--- src/rtl/tccl_pkg.sv ---
// Types, codes and the remote command table shared by the code lock files.
package tccl_pkg;

  typedef enum logic [3:0] {
    EV_NONE        = 4'd0,
    EV_DIGIT       = 4'd1,
    EV_CLEARED     = 4'd2,
    EV_SAVED       = 4'd3,
    EV_TOO_FEW     = 4'd4,
    EV_FULL        = 4'd5,
    EV_LOCKED_IGN  = 4'd6,
    EV_REPEAT      = 4'd7,
    EV_UNKNOWN_IR  = 4'd8,
    EV_UNLOCKED    = 4'd9,
    EV_WRONG       = 4'd10
  } event_e;

  typedef enum logic [1:0] {
    MODE_WAITING  = 2'd0,
    MODE_LOCKED   = 2'd1,
    MODE_UNLOCKED = 2'd2
  } mode_e;

  localparam logic [7:0] KEY_NONE  = 8'h00;
  localparam logic [7:0] KEY_STAR  = 8'h2A;
  localparam logic [7:0] KEY_HASH  = 8'h23;
  localparam logic [7:0] KEY_ZERO  = 8'h30;
  localparam logic [7:0] KEY_NINE  = 8'h39;

  localparam int unsigned RemoteKeys = 10;
  localparam logic [7:0] REMOTE_TABLE [RemoteKeys] = '{
    8'h16, 8'h0C, 8'h18, 8'h5E, 8'h08, 8'h1C, 8'h5A, 8'h42, 8'h52, 8'h4A
  };

  typedef logic [3:0] digit_t;

  typedef struct packed {
    logic       cmd;
    logic [7:0] key_code;
    logic       is_repeat;
  } item_t;

  typedef struct packed {
    event_e     event_res;
    mode_e      mode;
    logic [2:0] digits_entered;
  } result_t;

  typedef struct packed {
    logic   hit;
    digit_t digit;
  } lookup_t;

  // Maps a remote command byte to its digit; hit is low for unknown bytes.
  function automatic lookup_t remote_lookup(input logic [7:0] code);
    lookup_t res;
    res = '0;
    for (int i = 0; i < RemoteKeys; i++) begin
      if (REMOTE_TABLE[i] == code) begin
        res.hit   = 1'b1;
        res.digit = 4'(i);
      end
    end
    return res;
  endfunction

endpackage

--- src/rtl/tccl_if.sv ---
// Valid/ready channel interfaces for the code lock input and result streams.
interface tccl_in_if;
  logic       valid;
  logic       ready;
  logic       cmd;
  logic [7:0] key_code;
  logic       is_repeat;

  modport source (output valid, cmd, key_code, is_repeat, input ready);
  modport sink (input valid, cmd, key_code, is_repeat, output ready);
endinterface

interface tccl_out_if;
  logic       valid;
  logic       ready;
  logic [3:0] event_res;
  logic [1:0] mode;
  logic [2:0] digits_entered;

  modport source (output valid, event_res, mode, digits_entered, input ready);
  modport sink (input valid, event_res, mode, digits_entered, output ready);
endinterface

--- src/rtl/two_channel_code_lock.sv ---
// Code lock top level: input stage, step engine and result register.
//
// Usage: items arrive on in_i, each a keypad character (cmd low) or an IR
// remote command byte with its repeat flag (cmd high). Every item yields
// exactly one result on out_o: an event code, the mode after the step and
// the digit count of the buffer that the item addressed.
// Path: an item accepted on in_i sits in the input register, is stepped
// once the result register is free and is presented on out_o from there.
// Throughput: one item per cycle while out_o.ready is high. The step
// logic is a single pass over the lock state, with the code compare
// done on all digits in parallel.
// Reset: the lock waits for a code, both digit counts are zero and both
// pipeline registers are empty. Digit stores hold no reset value; only
// entries that were written are ever read.
// Stall: while out_o.ready is low the result register holds its transfer;
// the input register still takes one more item, and in_i.ready falls once
// both registers are occupied.
module two_channel_code_lock #(
  parameter int unsigned CODE_DIGITS = 4
) (
  input  logic       clk_i,
  input  logic       rst_ni,
  tccl_in_if.sink    in_i,
  tccl_out_if.source out_o
);
  import tccl_pkg::*;

  logic    s1_valid_q;
  item_t   s1_item_q;
  logic    out_valid_q;
  result_t out_res_q;
  result_t step_res;
  logic    out_free;
  logic    s1_fire;
  logic    in_fire;

  assign out_free = !out_valid_q || out_o.ready;
  assign s1_fire  = s1_valid_q && out_free;
  assign in_i.ready = !s1_valid_q || out_free;
  assign in_fire  = in_i.valid && in_i.ready;

  always_ff @(posedge clk_i or negedge rst_ni) begin
    if (!rst_ni) begin
      s1_valid_q  <= 1'b0;
      out_valid_q <= 1'b0;
    end else begin
      if (in_fire) begin
        s1_valid_q <= 1'b1;
      end else if (s1_fire) begin
        s1_valid_q <= 1'b0;
      end
      if (s1_fire) begin
        out_valid_q <= 1'b1;
      end else if (out_o.ready) begin
        out_valid_q <= 1'b0;
      end
    end
  end

  always_ff @(posedge clk_i) begin
    if (in_fire) begin
      s1_item_q.cmd       <= in_i.cmd;
      s1_item_q.key_code  <= in_i.key_code;
      s1_item_q.is_repeat <= in_i.is_repeat;
    end
    if (s1_fire) begin
      out_res_q <= step_res;
    end
  end

  tccl_engine #(
    .CODE_DIGITS(CODE_DIGITS)
  ) u_engine (
    .clk_i   (clk_i),
    .rst_ni  (rst_ni),
    .step_i  (s1_fire),
    .item_i  (s1_item_q),
    .result_o(step_res)
  );

  assign out_o.valid          = out_valid_q;
  assign out_o.event_res      = out_res_q.event_res;
  assign out_o.mode           = out_res_q.mode;
  assign out_o.digits_entered = out_res_q.digits_entered;

  a_step_fills_output: assert property (@(posedge clk_i) disable iff (!rst_ni)
    s1_fire |=> out_valid_q)
    else $error("step result did not reach the result register");

  a_ready_when_drained: assert property (@(posedge clk_i) disable iff (!rst_ni)
    !out_valid_q |-> in_i.ready)
    else $error("input stalled while the result register was empty");

  a_unlock_clears: assert property (@(posedge clk_i) disable iff (!rst_ni)
    (out_valid_q && out_res_q.event_res == EV_UNLOCKED) |->
      (out_res_q.mode == MODE_UNLOCKED && out_res_q.digits_entered == 3'd0))
    else $error("unlock result without unlocked mode and cleared count");

  a_save_locks: assert property (@(posedge clk_i) disable iff (!rst_ni)
    (out_valid_q && out_res_q.event_res == EV_SAVED) |->
      (out_res_q.mode == MODE_LOCKED && out_res_q.digits_entered == 3'd0))
    else $error("saved code without entering the locked mode");

endmodule

--- src/rtl/tccl_engine.sv ---
// Lock state, digit buffers and the combinational step logic for one item.
module tccl_engine #(
  parameter int unsigned CODE_DIGITS = 4
) (
  input  logic             clk_i,
  input  logic             rst_ni,
  input  logic             step_i,
  input  tccl_pkg::item_t   item_i,
  output tccl_pkg::result_t result_o
);
  import tccl_pkg::*;

  localparam int unsigned CntW = $clog2(CODE_DIGITS + 1);
  localparam int unsigned IdxW = (CODE_DIGITS > 1) ? $clog2(CODE_DIGITS) : 1;
  localparam logic [CntW-1:0] CntFull = CntW'(CODE_DIGITS);
  localparam logic [CntW-1:0] CntLast = CntW'(CODE_DIGITS - 1);

  mode_e           mode_q, mode_d;
  logic [CntW-1:0] pad_cnt_q, pad_cnt_d;
  logic [CntW-1:0] remote_cnt_q, remote_cnt_d;
  digit_t          pad_q    [CODE_DIGITS];
  digit_t          pad_d    [CODE_DIGITS];
  digit_t          saved_q  [CODE_DIGITS];
  digit_t          saved_d  [CODE_DIGITS];
  digit_t          remote_q [CODE_DIGITS];
  digit_t          remote_d [CODE_DIGITS];

  lookup_t         lut;
  logic            code_match;
  event_e          ev;
  logic [CntW-1:0] cnt_out;

  assign lut = remote_lookup(item_i.key_code);

  // Compare the remote buffer, with the incoming digit in its last slot, to the code.
  always_comb begin
    code_match = 1'b1;
    for (int i = 0; i < CODE_DIGITS; i++) begin
      if (IdxW'(i) == remote_cnt_q[IdxW-1:0]) begin
        if (lut.digit != saved_q[i]) code_match = 1'b0;
      end else if (remote_q[i] != saved_q[i]) begin
        code_match = 1'b0;
      end
    end
  end

  always_comb begin
    mode_d       = mode_q;
    pad_cnt_d    = pad_cnt_q;
    remote_cnt_d = remote_cnt_q;
    pad_d        = pad_q;
    saved_d      = saved_q;
    remote_d     = remote_q;
    ev           = EV_NONE;

    if (!item_i.cmd) begin
      if (item_i.key_code == KEY_NONE) begin
        ev = EV_NONE;
      end else if (mode_q == MODE_LOCKED) begin
        ev = EV_LOCKED_IGN;
      end else if (item_i.key_code == KEY_STAR) begin
        pad_cnt_d = '0;
        ev        = EV_CLEARED;
      end else if (item_i.key_code == KEY_HASH) begin
        if (pad_cnt_q == CntFull) begin
          saved_d      = pad_q;
          mode_d       = MODE_LOCKED;
          pad_cnt_d    = '0;
          remote_cnt_d = '0;
          ev           = EV_SAVED;
        end else begin
          ev = EV_TOO_FEW;
        end
      end else if (item_i.key_code >= KEY_ZERO && item_i.key_code <= KEY_NINE) begin
        if (pad_cnt_q < CntFull) begin
          pad_d[pad_cnt_q[IdxW-1:0]] = item_i.key_code[3:0];
          pad_cnt_d                  = pad_cnt_q + 1'b1;
          ev                         = EV_DIGIT;
        end else begin
          ev = EV_FULL;
        end
      end
      cnt_out = pad_cnt_d;
    end else begin
      if (item_i.is_repeat) begin
        ev = EV_REPEAT;
      end else if (mode_q != MODE_LOCKED) begin
        ev = EV_NONE;
      end else if (!lut.hit) begin
        ev = EV_UNKNOWN_IR;
      end else if (remote_cnt_q >= CntLast) begin
        // The remote count is cleared on entry to the locked mode and after
        // every compare, so here this digit completes the buffer.
        if (code_match) begin
          mode_d       = MODE_UNLOCKED;
          pad_cnt_d    = '0;
          remote_cnt_d = '0;
          ev           = EV_UNLOCKED;
        end else begin
          remote_cnt_d = '0;
          ev           = EV_WRONG;
        end
      end else begin
        remote_d[remote_cnt_q[IdxW-1:0]] = lut.digit;
        remote_cnt_d                     = remote_cnt_q + 1'b1;
        ev                               = EV_DIGIT;
      end
      cnt_out = remote_cnt_d;
    end
  end

  always_comb begin
    result_o.event_res      = ev;
    result_o.mode           = mode_d;
    result_o.digits_entered = 3'(cnt_out);
  end

  always_ff @(posedge clk_i or negedge rst_ni) begin
    if (!rst_ni) begin
      mode_q       <= MODE_WAITING;
      pad_cnt_q    <= '0;
      remote_cnt_q <= '0;
    end else if (step_i) begin
      mode_q       <= mode_d;
      pad_cnt_q    <= pad_cnt_d;
      remote_cnt_q <= remote_cnt_d;
    end
  end

  always_ff @(posedge clk_i) begin
    if (step_i) begin
      pad_q    <= pad_d;
      saved_q  <= saved_d;
      remote_q <= remote_d;
    end
  end

endmodule
--- src/flat_wrapper.sv ---
// flat-port wrapper written by rule: the top's interface ports become plain ports
module two_channel_code_lock_flat import tccl_pkg::*;
#(
  parameter int unsigned CODE_DIGITS = 4
)
  (clk_i, rst_ni, in_i_valid, in_i_cmd, in_i_key_code, in_i_is_repeat, in_i_ready, out_o_valid, out_o_event_res, out_o_mode, out_o_digits_entered, out_o_ready);
  tccl_in_if in_i_i ();
  tccl_out_if out_o_i ();
  input  logic clk_i;
  input  logic rst_ni;
  input wire logic [$bits(in_i_i.valid)-1:0] in_i_valid;
  input wire logic [$bits(in_i_i.cmd)-1:0] in_i_cmd;
  input wire logic [$bits(in_i_i.key_code)-1:0] in_i_key_code;
  input wire logic [$bits(in_i_i.is_repeat)-1:0] in_i_is_repeat;
  output wire logic [$bits(in_i_i.ready)-1:0] in_i_ready;
  output wire logic [$bits(out_o_i.valid)-1:0] out_o_valid;
  output wire logic [$bits(out_o_i.event_res)-1:0] out_o_event_res;
  output wire logic [$bits(out_o_i.mode)-1:0] out_o_mode;
  output wire logic [$bits(out_o_i.digits_entered)-1:0] out_o_digits_entered;
  input wire logic [$bits(out_o_i.ready)-1:0] out_o_ready;
  assign in_i_i.valid = in_i_valid;
  assign in_i_i.cmd = in_i_cmd;
  assign in_i_i.key_code = in_i_key_code;
  assign in_i_i.is_repeat = in_i_is_repeat;
  assign in_i_ready = in_i_i.ready;
  assign out_o_valid = out_o_i.valid;
  assign out_o_event_res = out_o_i.event_res;
  assign out_o_mode = out_o_i.mode;
  assign out_o_digits_entered = out_o_i.digits_entered;
  assign out_o_i.ready = out_o_ready;
  two_channel_code_lock #(.CODE_DIGITS(CODE_DIGITS)) u_core (.clk_i(clk_i), .rst_ni(rst_ni), .in_i(in_i_i), .out_o(out_o_i));
endmodule
--- config.mk ---
export PLATFORM = sky130hd
export DESIGN_NAME = two_channel_code_lock_flat
export DESIGN_NICKNAME = d
export VERILOG_FILES = /design/src/rtl/tccl_pkg.sv /design/src/rtl/tccl_if.sv /design/src/rtl/two_channel_code_lock.sv /design/src/rtl/tccl_engine.sv /design/src/flat_wrapper.sv
export SDC_FILE = /design/constraint.sdc
export NUM_CORES = 1
export LEC_CHECK = 0
export BUFFER_PORTS_ARGS = -buffer_cell sky130_fd_sc_hd__buf_4
export CAP_MARGIN = 20
export CORE_ASPECT_RATIO = 0.9
export CORE_MARGIN = 3
export CORE_UTILIZATION = 54
export CTS_CLUSTER_DIAMETER = 120
export DETAILED_ROUTE_END_ITERATION = 10
export PLACE_DENSITY_LB_ADDON = 0.08
export SLEW_MARGIN = 40
export SYNTH_ARGS = -nofsm -noshare
export SYNTH_HDL_FRONTEND = slang
export SYNTH_HIERARCHICAL = 1
export SYNTH_SLANG_ARGS = --single-unit
--- constraint.sdc ---
create_clock -name clk_i -period 3.06 [get_ports clk_i]
set_clock_uncertainty 0.1 [all_clocks]
set_input_delay 0.612 -clock clk_i [delete_from_list [all_inputs] [get_ports clk_i]]
set_output_delay 0.612 -clock clk_i [all_outputs]
set_load 0.03 [all_outputs]
Word level (Yosys, flattened, before mapping)
Index checks and enable logic that the tools add are counted.
{"block": "word_totals", "reg_bits": 77, "elab_cells": 177, "in_bits": 14}
{"block": "op_classes", "n_bitwise": 10, "mux": 80, "n_reduce_logical": 20, "n_lt_le_gt_ge": 8, "n_addsub": 2, "n_eq_ne": 34}
{"cell": "$mux 3", "count": 27}
{"cell": "$mux 5", "count": 10}
{"cell": "$mux 4", "count": 11}
{"cell": "$eq 7x8->1 const A", "count": 5}
{"cell": "$bwmux 16", "count": 2}
{"cell": "$ne 4x4->1", "count": 8}
{"cell": "$eq 5x8->1 const A", "count": 3}
{"cell": "$mux 2", "count": 12}
{"cell": "$reduce_and 6->1", "count": 3}
{"cell": "$demux 4 s2", "count": 2}
{"cell": "$eq 4x8->1 const A", "count": 2}
{"cell": "$eq 8x6->1 const B", "count": 2}
{"cell": "$mux 1", "count": 16}
{"cell": "$ne 2x2->1 const B", "count": 5}
{"cell": "$ge 8x6->1 const B", "count": 1}
{"cell": "$le 8x6->1 const B", "count": 1}
{"cell": "$logic_not 8->1", "count": 1}
{"cell": "$ne 2x1->1 const B", "count": 4}
{"cell": "$not 1->1", "count": 8}
{"cell": "$reduce_and 8->1", "count": 1}
{"cell": "$reduce_bool 2->1", "count": 4}
{"cell": "$reduce_and 7->1", "count": 1}
{"cell": "$add 3x1->3 const B", "count": 2}
{"cell": "$ge 3x3->1 const B", "count": 2}
{"cell": "12 further kinds", "count": 21}

Logic depth before layout (Yosys ltp)
Gate-level depths: netlist of run 1.
{"block": "logic_depth", "ltp_word": 26, "mapped_depth": 10, "ltp_nobuf": 10}

Hierarchy
The synthesis of run 1 kept the hierarchy.
{"module": "tccl_engine", "area_each_um2": 3253.1, "n_inst": 1, "cells_each": 313}
{"module": "two_channel_code_lock", "area_each_um2": 674.4, "n_inst": 1, "cells_each": 27}

Worst setup path before layout of run 1
Ideal clock, no wire load.
{"block": "synth_path", "path_kind": "register to register", "from": "register u_core/s1_item_q[3] (netlist bit)", "to": "register u_core/u_engine/saved_q[0] (netlist bit), enable pin", "stages_incl_launch_ff": 7, "arrival_ns": 2.356, "period_less_slack_ns": 2.846, "setup_ns": 0.390, "setup_slack_ns": 0.214, "required_ns": 2.570, "n_path_buf": 2, "path_cell_list": "edfxtp_1 -> clkbuf_1 -> buf_1 -> nor4b_1 -> and3_1 -> and2_1 -> nor2b_1"}
{"block": "synth_via", "elab_chain_len": 3, "word_cells_on_any_way": 6}
{"element": "start: declaration", "line_no": "two_channel_code_lock.sv:29", "source": "item_t s1_item_q;"}
{"element": "$eq 8x6->1 / $logic_not 8->1 (equally long branches)", "line_no": "tccl_engine.sv:61, tccl_engine.sv:57"}
{"element": "$not 1->1 (no line)"}
{"element": "$reduce_and 7->1 (no line) *"}
{"element": "end signal: assignment", "line_no": "tccl_engine.sv:133", "source": "saved_q <= saved_d;"}
{"element": "end: declaration", "line_no": "tccl_engine.sv:23", "source": "digit_t saved_q [CODE_DIGITS];"}
Every way passes the cells marked *; elsewhere a longest branch is shown, timed or not.
A chain may end at the register's enable or synchronous reset.

==> results of run 1 <==
==> repair_timing <==
action / in CTS / in global routing
gates resized for setup: 0 / 6
hold buffers: 1 / 0
hold endpoints to repair: 10 / 0
setup endpoints to repair: 0 / 6
==> cell type report <==
| class | instances | area [µm²] | area share [%] |
|---|---|---|---|
| clock buffers | 9 | 124 | 2.72 |
| inverters | 11 | 41.3 | 0.907 |
| clock inverters | 7 | 57.6 | 1.26 |
| flip-flops and latches | 77 | 2260 | 49.7 |
| multi-input cells | 238 | 1590 | 35.0 |
| repair buffers | 48 | 363 | 7.97 |
| well taps | 90 | 113 | 2.47 |
==> logic make-up (layout without fill, tap and decap cells) <==
family	after synthesis	after routing	share of synthesized area, %
simple gates	128	128	18.6
flops	77	77	57.6
compound gates	73	73	11.9
buf+inv	25	75	2.52
xor+xnor	23	23	5.13
fa+ha+maj	9	9	2.87
mux	5	5	1.37
==> report_power, final <==
part	internal, µW	total, µW	switching, µW
Sequential	1170	1200	28.7
Clock	306	722	416
Combinational	86.9	219	132
Total	1560	2140	576
==> final timing paths <==
path | cells past startpoint | end
setup / recovery | 9 | u_core/out_o.mode[1]$_DFFE_PP_
hold / removal | 1 | u_core/s1_item_q[0]$_DFFE_PP_
setup reg to reg | 9 | u_core/out_o.mode[1]$_DFFE_PP_
hold reg to reg | 0 | u_core/u_engine/saved_q[14]$_DFFE_PP_
max in group asynchronous | 2 | u_core/u_engine/mode_q[1]$_DFFE_PN0P_
min in group asynchronous | 2 | u_core/u_engine/pad_cnt_q[2]$_DFFE_PN0P_
==> per-stage QoR <==
stage | instances | hold WS (ns) | total power, µW
floorplan | 340 | 0.216 | 1350
global placement | 463 | 0.303 | 1420
detailed placement | 463 | 0.305 | 1430
CTS | 480 | 0.308 | 2140
global route | 480 | 0.301 | 2220
finish | 480 | 0.320 | 2140
==> flip-flops by register name, indices dropped and copies added, names as in the netlist, 3 cells and up <==
register                      flops
u_core/out_o.event_res            4
u_core/u_engine/pad_q            16
u_core/u_engine/pad_cnt_q         3
u_core/u_engine/saved_q          16
u_core/s1_item_q                 10
u_core/out_o.digits_entered       3
u_core/u_engine/remote_cnt_q      3
u_core/u_engine/remote_q         16
==> routing by layer <==
| layer | global-route usage [%] | vias up | routed length (µm) | part of all wire, % |
|---|---|---|---|---|
| met2 | 32.8 | 127 | 4040 | 46 |
| met5 | 0 | - | 0 | 0 |
| met4 | 8.66 | 0 | 167 | 1.9 |
| li1 | - | 1358 | - | - |
| met3 | 5.79 | 16 | 691 | 7.8 |
| met1 | 33.4 | 1377 | 3920 | 44 |
==> layout by cell type, fill, tap and decap left out, types with 2 or more instances in the layout <==
cell type  count
ha_1           9
xor2_1         6
nand2_1       27
a221o_1        2
o21a_1         3
clkinv_4       2
a31oi_1        9
nor3_1         5
o22ai_1        6
o31ai_1        3
o211ai_1       4
xnor2_1       17
edfxtp_1      67
a21oi_1       15
nand4_1        6
nand2b_1       9
o21ai_0       16
o2111ai_1      2
a2bb2oi_1      2
nor2_1        20
nor4bb_1       4
mux2i_1        2
buf_4         47
inv_6          2
nand3b_1       2
mux2_2         3
inv_1         11
and2_1        14
dfrtp_1       10
and3_1         7
a31o_2         2
clkbuf_8       9
nor3b_1        3
or3_1          2
nor2b_1        6
nand3_1       11
==> metrics, run 1 <==
CTS root buffer=clkbuf_8; chip width=95.9 µm; number of library cell types mapped by synthesis=52; Worst Setup SP=u_core/s1_item_q[8]$_DFFE_PP_; Post-CTS Setup Bufs=0; top cell type's share of synthesized area=51.2%; final worst slack=0.128 ns; dpl hpwl=6.44 mm; largest net degree at the start of global routing=23; HP Start=in_i_is_repeat; fin crit share=95.8%; P&R area growth vs syn=15.9%; Slowest Stage Delay on Critical Path=0.47 ns; Die ar.=0.00833 mm²; crit-path cells=or3_1 > buf_4 > a21oi_1 > and3_1 > o2111ai_1 > o21ai_0 > o2111ai_2 > nand2b_1 > o22ai_1; H-tree level count=3; ys async rst share=13.0%; WL/cell=18.4 µm; CP startpoint kind=register; top area cells in the synthesized netlist=edfxtp_1, dfrtp_1, xnor2_1; top-count cell post-synth=edfxtp_1; Reg clk slew, reported paths=0.09 ns; worst slew pin tran=0.696 ns; initial antenna violation count=0; via density per instance=6.00; Synth Register Bits=77; EDFF count, synth=67; biggest area consumer among synthesized cells=edfxtp_1; vias in the first global route=2652; status=complete, no violations; Syn Area/Cell=11.6 µm²; crit-path max FO=6; Top FF cell, synth=edfxtp_1; IO Count=25; Initial Util=57.8%; share of layout cells above drive strength 1=19.7%; Core ar.=0.00680 mm²; clk sinks=77; final hold viol count=0; final wirelength=8.82 mm; # setup viols final=0; post-synth net total=363; Pre-Repair DR Iteration Count=5; Fill cells=510; setup TNS=0 ns; routability cong.=0.947; RSZ-0062 raised after global routing=no; Max clock buf depth=2; Top delay family on crit path=compound AO/OA/AOI/OAI gates; global-route wire length before repair=13.8 mm; Slew Limit Fails=0; CTS tree=yes; fin nets=408; Synth Instances=340; CP endpoint kind=register; CP required=3.16 ns; Buffers on Ports=24; post-synthesis sequential area ratio=57.6%; Max Freq=341 MHz; hold crit path type=in2reg; TritonCTS Buffers=9; Antenna Diode Count=0; Residual DRC=0; maxcap violations=0; Die H=86.9 µm; Rows=28; fin crit period=2.93 ns; r2r startpoint=u_core/s1_item_q[8]$_DFFE_PP_; pre-CTS WS=0.170 ns; R2R setup slack=0.13 ns; most frequent cells after synthesis=edfxtp_1, nand2_1, nor2_1; synthesized area=0.00393 mm²; Routed Antenna Nets=0; CP max-delay cell=edfxtp_1; Yosys warnings=6; Lkg Pwr=0.00165 µW; Crit Path Class=reg2reg; placed cell areas=0.00434 mm²; clk_lat worst skew=0.36 ns; final instance area=0.00455 mm²; GRT overflow=0; Vias=2878; Max-Slew Margin vs Limit=53.1%; Tot GR Track Use=22.8%; WP data arrival=3.03 ns; Layout Utilization=67.0%; crit path buf inv count=1; DR iter-0 viols=231; Power Density=469 mW/mm²; peak supply drop=0.000333 V
(Power assumes the default switching activity.)
==> inputs of run 2 (changes only) <==
Clock period 3.06 ns to 3.6 ns, I/O delays scaled along.
==> metrics, run 2 (synthesis results as in run 1) <==
status=complete, no violations; CP startpoint kind=register; worst reg2reg path depth=8 (-1); hold crit path type=in2async; Int Power=1380 µW (-12%); R2R Path End=u_core/u_engine/pad_cnt_q[0]$_DFFE_PN0P_; # setup viols final=0 (unchanged); setup TNS=0 ns (unchanged); Max-Slew Margin vs Limit=57.7% (+4.5 points); global-route wire length before repair=13.5 mm (-2.5%); worst slew pin tran=0.629 ns (-0.0673 ns); Rows=28 (unchanged); Sw Ratio=23.5% (-3.4 points); Lkg Pwr=0.00157 µW (-4.5%); vias in the first global route=2565 (-3.3%); Post-CTS Setup Bufs=0 (unchanged); Pre-Repair DR Iteration Count=6 (+1); share of layout cells above drive strength 1=15.0% (-4.8 points); Crit Path Class=reg2reg; commonest non-fill, non-tap cells in the layout=edfxtp_1, buf_4, nand2_1, nor2_1, xnor2_1; fin nets=392 (-3.9%); crit-path max FO=16 (+10); largest net degree at the start of global routing=20 (-13%); P_sw=424 µW (-26%); Largest regs=u_core/u_engine/pad_q: 16 flops, u_core/u_engine/remote_q: 16 flops, u_core/u_engine/saved_q: 16 flops; Slowest Stage Delay on Critical Path=0.61 ns (+0.14 ns); H-tree level count=3 (unchanged); Die H=86.9 µm (unchanged); Tot Pwr=1800 µW (-16%); post-CTS sizing=0 (unchanged); Register Area=0.00226 mm² (unchanged); CP endpoint kind=register; DR iter-0 viols=289 (+25%); via density per instance=5.91 (-1.4%); fin crit period=3.17 ns (+0.243 ns); area of the multi-input gates=0.00157 mm² (-1.6%); GRT overflow=0 (unchanged); clk sinks=77 (unchanged); R2R setup slack=0.43 ns (+0.30 ns); RSZ-0062 raised after global routing=no; Clk pwr share=33.8% (about the same); fin crit share=88.2% (-7.6 points); final wirelength=8.34 mm (-5.5%); Max Freq=315 MHz (-7.6%); crit-path cells=nor4bb_1 > o21ai_0 > nand3_1 > or3b_1 > o31ai_1 > o2111ai_1 > nor2_1 > o22ai_1; CTS tree=yes; P&R area growth vs syn=12.2%; Gate power share=9.4% (-0.8 points); WP data arrival=3.28 ns (+0.25 ns); Routed Antenna Nets=0 (unchanged); Core ar.=0.00680 mm² (unchanged); IO Count=25 (unchanged); Initial Util=57.8% (unchanged); Slew Limit Fails=0 (unchanged); Worst Setup SP=u_core/s1_item_q[2]$_DFFE_PP_; CTS root buffer=clkbuf_8; maxcap violations=0 (unchanged); Power Density=409 mW/mm² (-13%); CP required=3.71 ns (+0.55 ns); WL/cell=18.0 µm (-2.2%); peak supply drop=0.000284 V (-15%); clk_lat worst skew=0.35 ns (about the same); dpl hpwl=6.19 mm (-4.0%); final hold viol count=0 (unchanged); routability cong.=0.912 (-3.7%); Tot GR Track Use=22.1% (-0.69 points); sequential power share=56.9% (+0.9 points); Max clock buf depth=2 (unchanged); Residual DRC=0 (unchanged); chip width=95.9 µm (unchanged); Vias=2744 (-4.7%); TritonCTS Buffers=9 (unchanged); quantity of hold-fixing buffers added after cts=0 (-1); initial antenna violation count=0 (unchanged); Buffers on Ports=24 (unchanged); Reg clk slew, reported paths=0.08 ns (about the same); CP max-delay cell=edfxtp_1; commonest non-fill, non-tap cell in the layout=edfxtp_1; r2r startpoint=u_core/s1_item_q[2]$_DFFE_PP_; Antenna Diode Count=0 (unchanged); Fill cells=566 (+11%); Die ar.=0.00833 mm² (unchanged); crit path to=u_core/u_engine/pad_cnt_q[0]$_DFFE_PN0P_
[run 2: changes by cell type in the layout (fill, tap and decap cells not counted), moves of 2 or more]
cell	before	now
clkbuf_1	0	2
inv_6	2	0
buf_4	47	32
clkinv_2	0	3
[run 2: layout make-up]
cell class / count / share of cell area [%]
Timing Repair Buffer: 32 / 5.45
Multi-Input combinational cell: 238 / 35.5
Tap cell: 90 / 2.55
Clock buffer: 11 / 2.98
Clock inverter: 5 / 1.22
Inverter: 11 / 0.937
Sequential cell: 77 / 51.3
[run 2: worst min path at each step]
| stage | startpoint | endpoint |
|---|---|---|
| floorplan | u_core/u_engine/pad_q[0]$_DFFE_PP_ | u_core/u_engine/saved_q[0]$_DFFE_PP_ |
| global placement | u_core/u_engine/pad_q[5]$_DFFE_PP_ | u_core/u_engine/saved_q[5]$_DFFE_PP_ |
| detailed placement | u_core/u_engine/pad_q[2]$_DFFE_PP_ | u_core/u_engine/saved_q[2]$_DFFE_PP_ |
| CTS | rst_ni | u_core/u_engine/remote_cnt_q[1]$_DFFE_PN0P_ |
| global route | rst_ni | u_core/u_engine/remote_cnt_q[1]$_DFFE_PN0P_ |
| finish | rst_ni | u_core/u_engine/remote_cnt_q[2]$_DFFE_PN0P_ |
[run 2: metal layers]
metal	part of all wire (%)	global-route usage, %	vias up
met5	0	0	-
met4	1.6	7.36	0
met3	8.5	5.79	16
met2	43	30.7	132
met1	47	33.7	1278
li1	-	-	1318
[run 2: critical path: cells and delay by family, from the launching register on]
| family | cells | cell delay, ns |
|---|---|---|
| AND/OR/NAND/NOR | 4 | 1.39 |
| flip-flops | 1 | 0.61 |
| AO/OA/AOI/OAI | 4 | 0.92 |
[run 2: power groups by stage]
stage | clock (µW) | combinational, µW | sequential [µW]
after floorplan | 0 | 95.3 | 1050
after global placement | 0 | 164 | 1040
after detailed placement | 0 | 166 | 1040
after CTS | 629 | 167 | 1020
after global routing | 667 | 186 | 1030
final | 608 | 169 | 1020
[run 2: through the flow]
step                      hold WS [ns]  setup WS, ns  instance area, µm²  cells  utilization [%]
after floorplan                  0.300         0.754                3930    340                -
after CTS                       0.0798         0.430                4410    464             64.9
after global routing            0.0779         0.115                4410    464             64.9
after detailed placement         0.305         0.449                4220    448             62.1
final                           0.0934         0.426                4410    464             64.9
after global placement           0.302         0.482                4220    448             62.1
==> inputs of run 3 (changes only) <==
Settings changed: CORE_UTILIZATION 54 to 49, PLACE_DENSITY from default to 0.67, PLACE_DENSITY_LB_ADDON 0.08 to default.
Clock period 3.6 ns to 3 ns, I/O delays scaled along.
==> metrics, run 3 (synthesis results as in run 1) <==
crit-path max FO=5 (-11); CTS tree=yes; CTS root buffer=clkbuf_8; Die ar.=0.00913 mm² (+9.5%); vias in the first global route=2764 (+7.8%); final instance area=0.00463 mm² (+5.0%); Slew Limit Fails=0 (unchanged); Core ar.=0.00766 mm² (+13%); P&R area growth vs syn=17.9%; initial antenna violation count=0 (unchanged); commonest non-fill, non-tap cells in the layout=edfxtp_1, buf_4, nand2_1, nor2_1, xnor2_1; DR iter-0 viols=254 (-12%); Vias=2796 (+1.9%); via density per instance=5.72 (-3.3%); global-route wire length before repair=14.0 mm (+3.8%); Sw Ratio=23.2% (-0.33 points); Initial Util=51.3% (-6.5 points); Max clock buf depth=2 (unchanged); GRT overflow=0 (unchanged); sequential power share=53.8% (-3.1 points); WP data arrival=2.98 ns (-0.30 ns); final wirelength=8.85 mm (+6.1%); Layout Utilization=60.5% (-4.4 points); Max Freq=350 MHz (+11%); Pre-Repair DR Iteration Count=5 (-1); status=complete, no violations; CP max-delay cell=or3_1; Slowest Stage Delay on Critical Path=0.46 ns (-0.15 ns); Power Density=490 mW/mm² (+20%); Lkg Pwr=0.00168 µW (+7.0%); Die H=90.9 µm (+4.6%); Largest regs=u_core/u_engine/pad_q: 16 flops, u_core/u_engine/remote_q: 16 flops, u_core/u_engine/saved_q: 16 flops; chip width=100 µm (+4.7%); WL/cell=18.1 µm (+0.72%); fin crit share=95.3% (+7.1 points); IO Count=25 (unchanged); # setup viols final=0 (unchanged); CP startpoint kind=register; P_sw=527 µW (+24%); Fill cells=644 (+14%); commonest non-fill, non-tap cell in the layout=edfxtp_1; clk_lat worst skew=0.35 ns (about the same); Int Power=1740 µW (+27%); Max-Slew Margin vs Limit=50.3% (-7.4 points); CP required=3.12 ns (-0.59 ns); Rows=30 (+7.1%); Buffers on Ports=24 (unchanged); Routed Antenna Nets=0 (unchanged); Residual DRC=0 (unchanged); TritonCTS Buffers=9 (unchanged); crit-path cells=or3_1 > buf_4 > nor2_1 > a21oi_1 > mux2i_1 > a2111oi_2 > o2111ai_2 > nor2_1 > buf_4 > o22ai_1; Gate power share=9.9% (+0.5 points); hold crit path type=reg2reg; fin nets=411 (+4.8%); fin crit period=2.86 ns (-0.316 ns); largest net degree at the start of global routing=20 (unchanged); Antenna Diode Count=0 (unchanged); Tot GR Track Use=20.3% (-1.9 points); worst slew pin tran=0.738 ns (+0.110 ns); placed cell areas=0.00436 mm² (+3.2%); dpl hpwl=6.72 mm (+8.6%); Reg clk slew, reported paths=0.08 ns (about the same); routability cong.=0.872 (-4.4%); Crit Path Class=reg2reg; peak supply drop=0.000272 V (-4.4%); maxcap violations=0 (unchanged); final hold viol count=0 (unchanged); clk sinks=77 (unchanged); Clk pwr share=36.2% (+2.4 points); CP endpoint kind=register; H-tree level count=3 (unchanged); share of layout cells above drive strength 1=20.9% (+5.9 points)
==> run 3: cell count changes in the layout (fill, tap and decap cells not counted), sizes merged <==
cell         delta
buf            +18
bufinv          +1
clkbuf          -1
dlygate4sd3     +1
==> run 3: power groups by stage <==
stage / registers [µW] / clock network [µW] / logic (µW)
final: 1220 / 822 / 225
after global routing: 1220 / 886 / 246
after detailed placement: 1240 / 0 / 218
after CTS: 1220 / 842 / 220
after floorplan: 1260 / 0 / 114
after global placement: 1240 / 0 / 214
==> run 3: per-stage QoR <==
stage / instances / hold slack (ns) / total power [µW] / setup WS (ns) / setup TNS (ns)
after floorplan: 340 / 0.204 / 1370 / 0.154 / 0
after global placement: 471 / 0.304 / 1460 / 0.153 / 0
final: 489 / 0.318 / 2270 / 0.142 / 0
after global routing: 489 / 0.301 / 2360 / -0.0154 / -0.0458
after CTS: 488 / 0.310 / 2280 / 0.00872 / 0
after detailed placement: 471 / 0.305 / 1460 / 0.0322 / 0
==> run 3: worst max-delay path: cells and delay by family (launching register included) <==
| kind | cells | cell delay (ns) |
|---|---|---|
| flops | 1 | 0.38 |
| compound gates | 4 | 0.88 |
| simple gates | 3 | 0.84 |
| buf+inv | 2 | 0.35 |
| mux | 1 | 0.17 |
==> run 3: path summary, 6_finish.rpt <==
check | startpoint | depth (start not counted) | slack [ns] | end
worst max-delay path | u_core/s1_item_q[1]$_DFFE_PP_ | 10 | 0.14 | u_core/u_engine/pad_cnt_q[1]$_DFFE_PN0P_
worst min-delay path | u_core/u_engine/pad_q[9]$_DFFE_PP_ | 0 | 0.32 | u_core/u_engine/saved_q[9]$_DFFE_PP_
worst max register to register | u_core/s1_item_q[1]$_DFFE_PP_ | 10 | 0.14 | u_core/u_engine/pad_cnt_q[1]$_DFFE_PN0P_
worst min register to register | u_core/u_engine/pad_q[9]$_DFFE_PP_ | 0 | 0.32 | u_core/u_engine/saved_q[9]$_DFFE_PP_
max in group asynchronous | rst_ni | 2 | 2.13 | u_core/u_engine/remote_cnt_q[0]$_DFFE_PN0P_
min in group asynchronous | rst_ni | 2 | 0.52 | u_core/u_engine/mode_q[0]$_DFFE_PN0P_
==> run 3: repair_timing <==
action                                 CTS  global route
setup endpoints to repair                0            13
buffers inserted                         0             1
endpoints found under the hold margin   10             0
hold buffers                             1             0
gates resized for setup                  0            12
==> run 3: layout make-up <==
| class | instances | area (µm²) | area share (%) |
|---|---|---|---|
| Clock buffer | 10 | 128 | 2.76 |
| Multi-Input combinational cell | 238 | 1620 | 34.9 |
| Sequential cell | 77 | 2260 | 48.9 |
| Clock inverter | 6 | 77.6 | 1.68 |
| Timing Repair Buffer | 51 | 385 | 8.32 |
| Tap cell | 96 | 120 | 2.59 |
| Inverter | 11 | 41.3 | 0.892 |
==> run 3: per-layer routing <==
metal	track usage [%]	vias to the layer above	part of all wire [%]
met2	30.0	103	45
met5	0	-	0
met4	6.51	0	1.2
met1	29.1	1321	47
li1	-	1361	-
met3	5.30	11	6.7
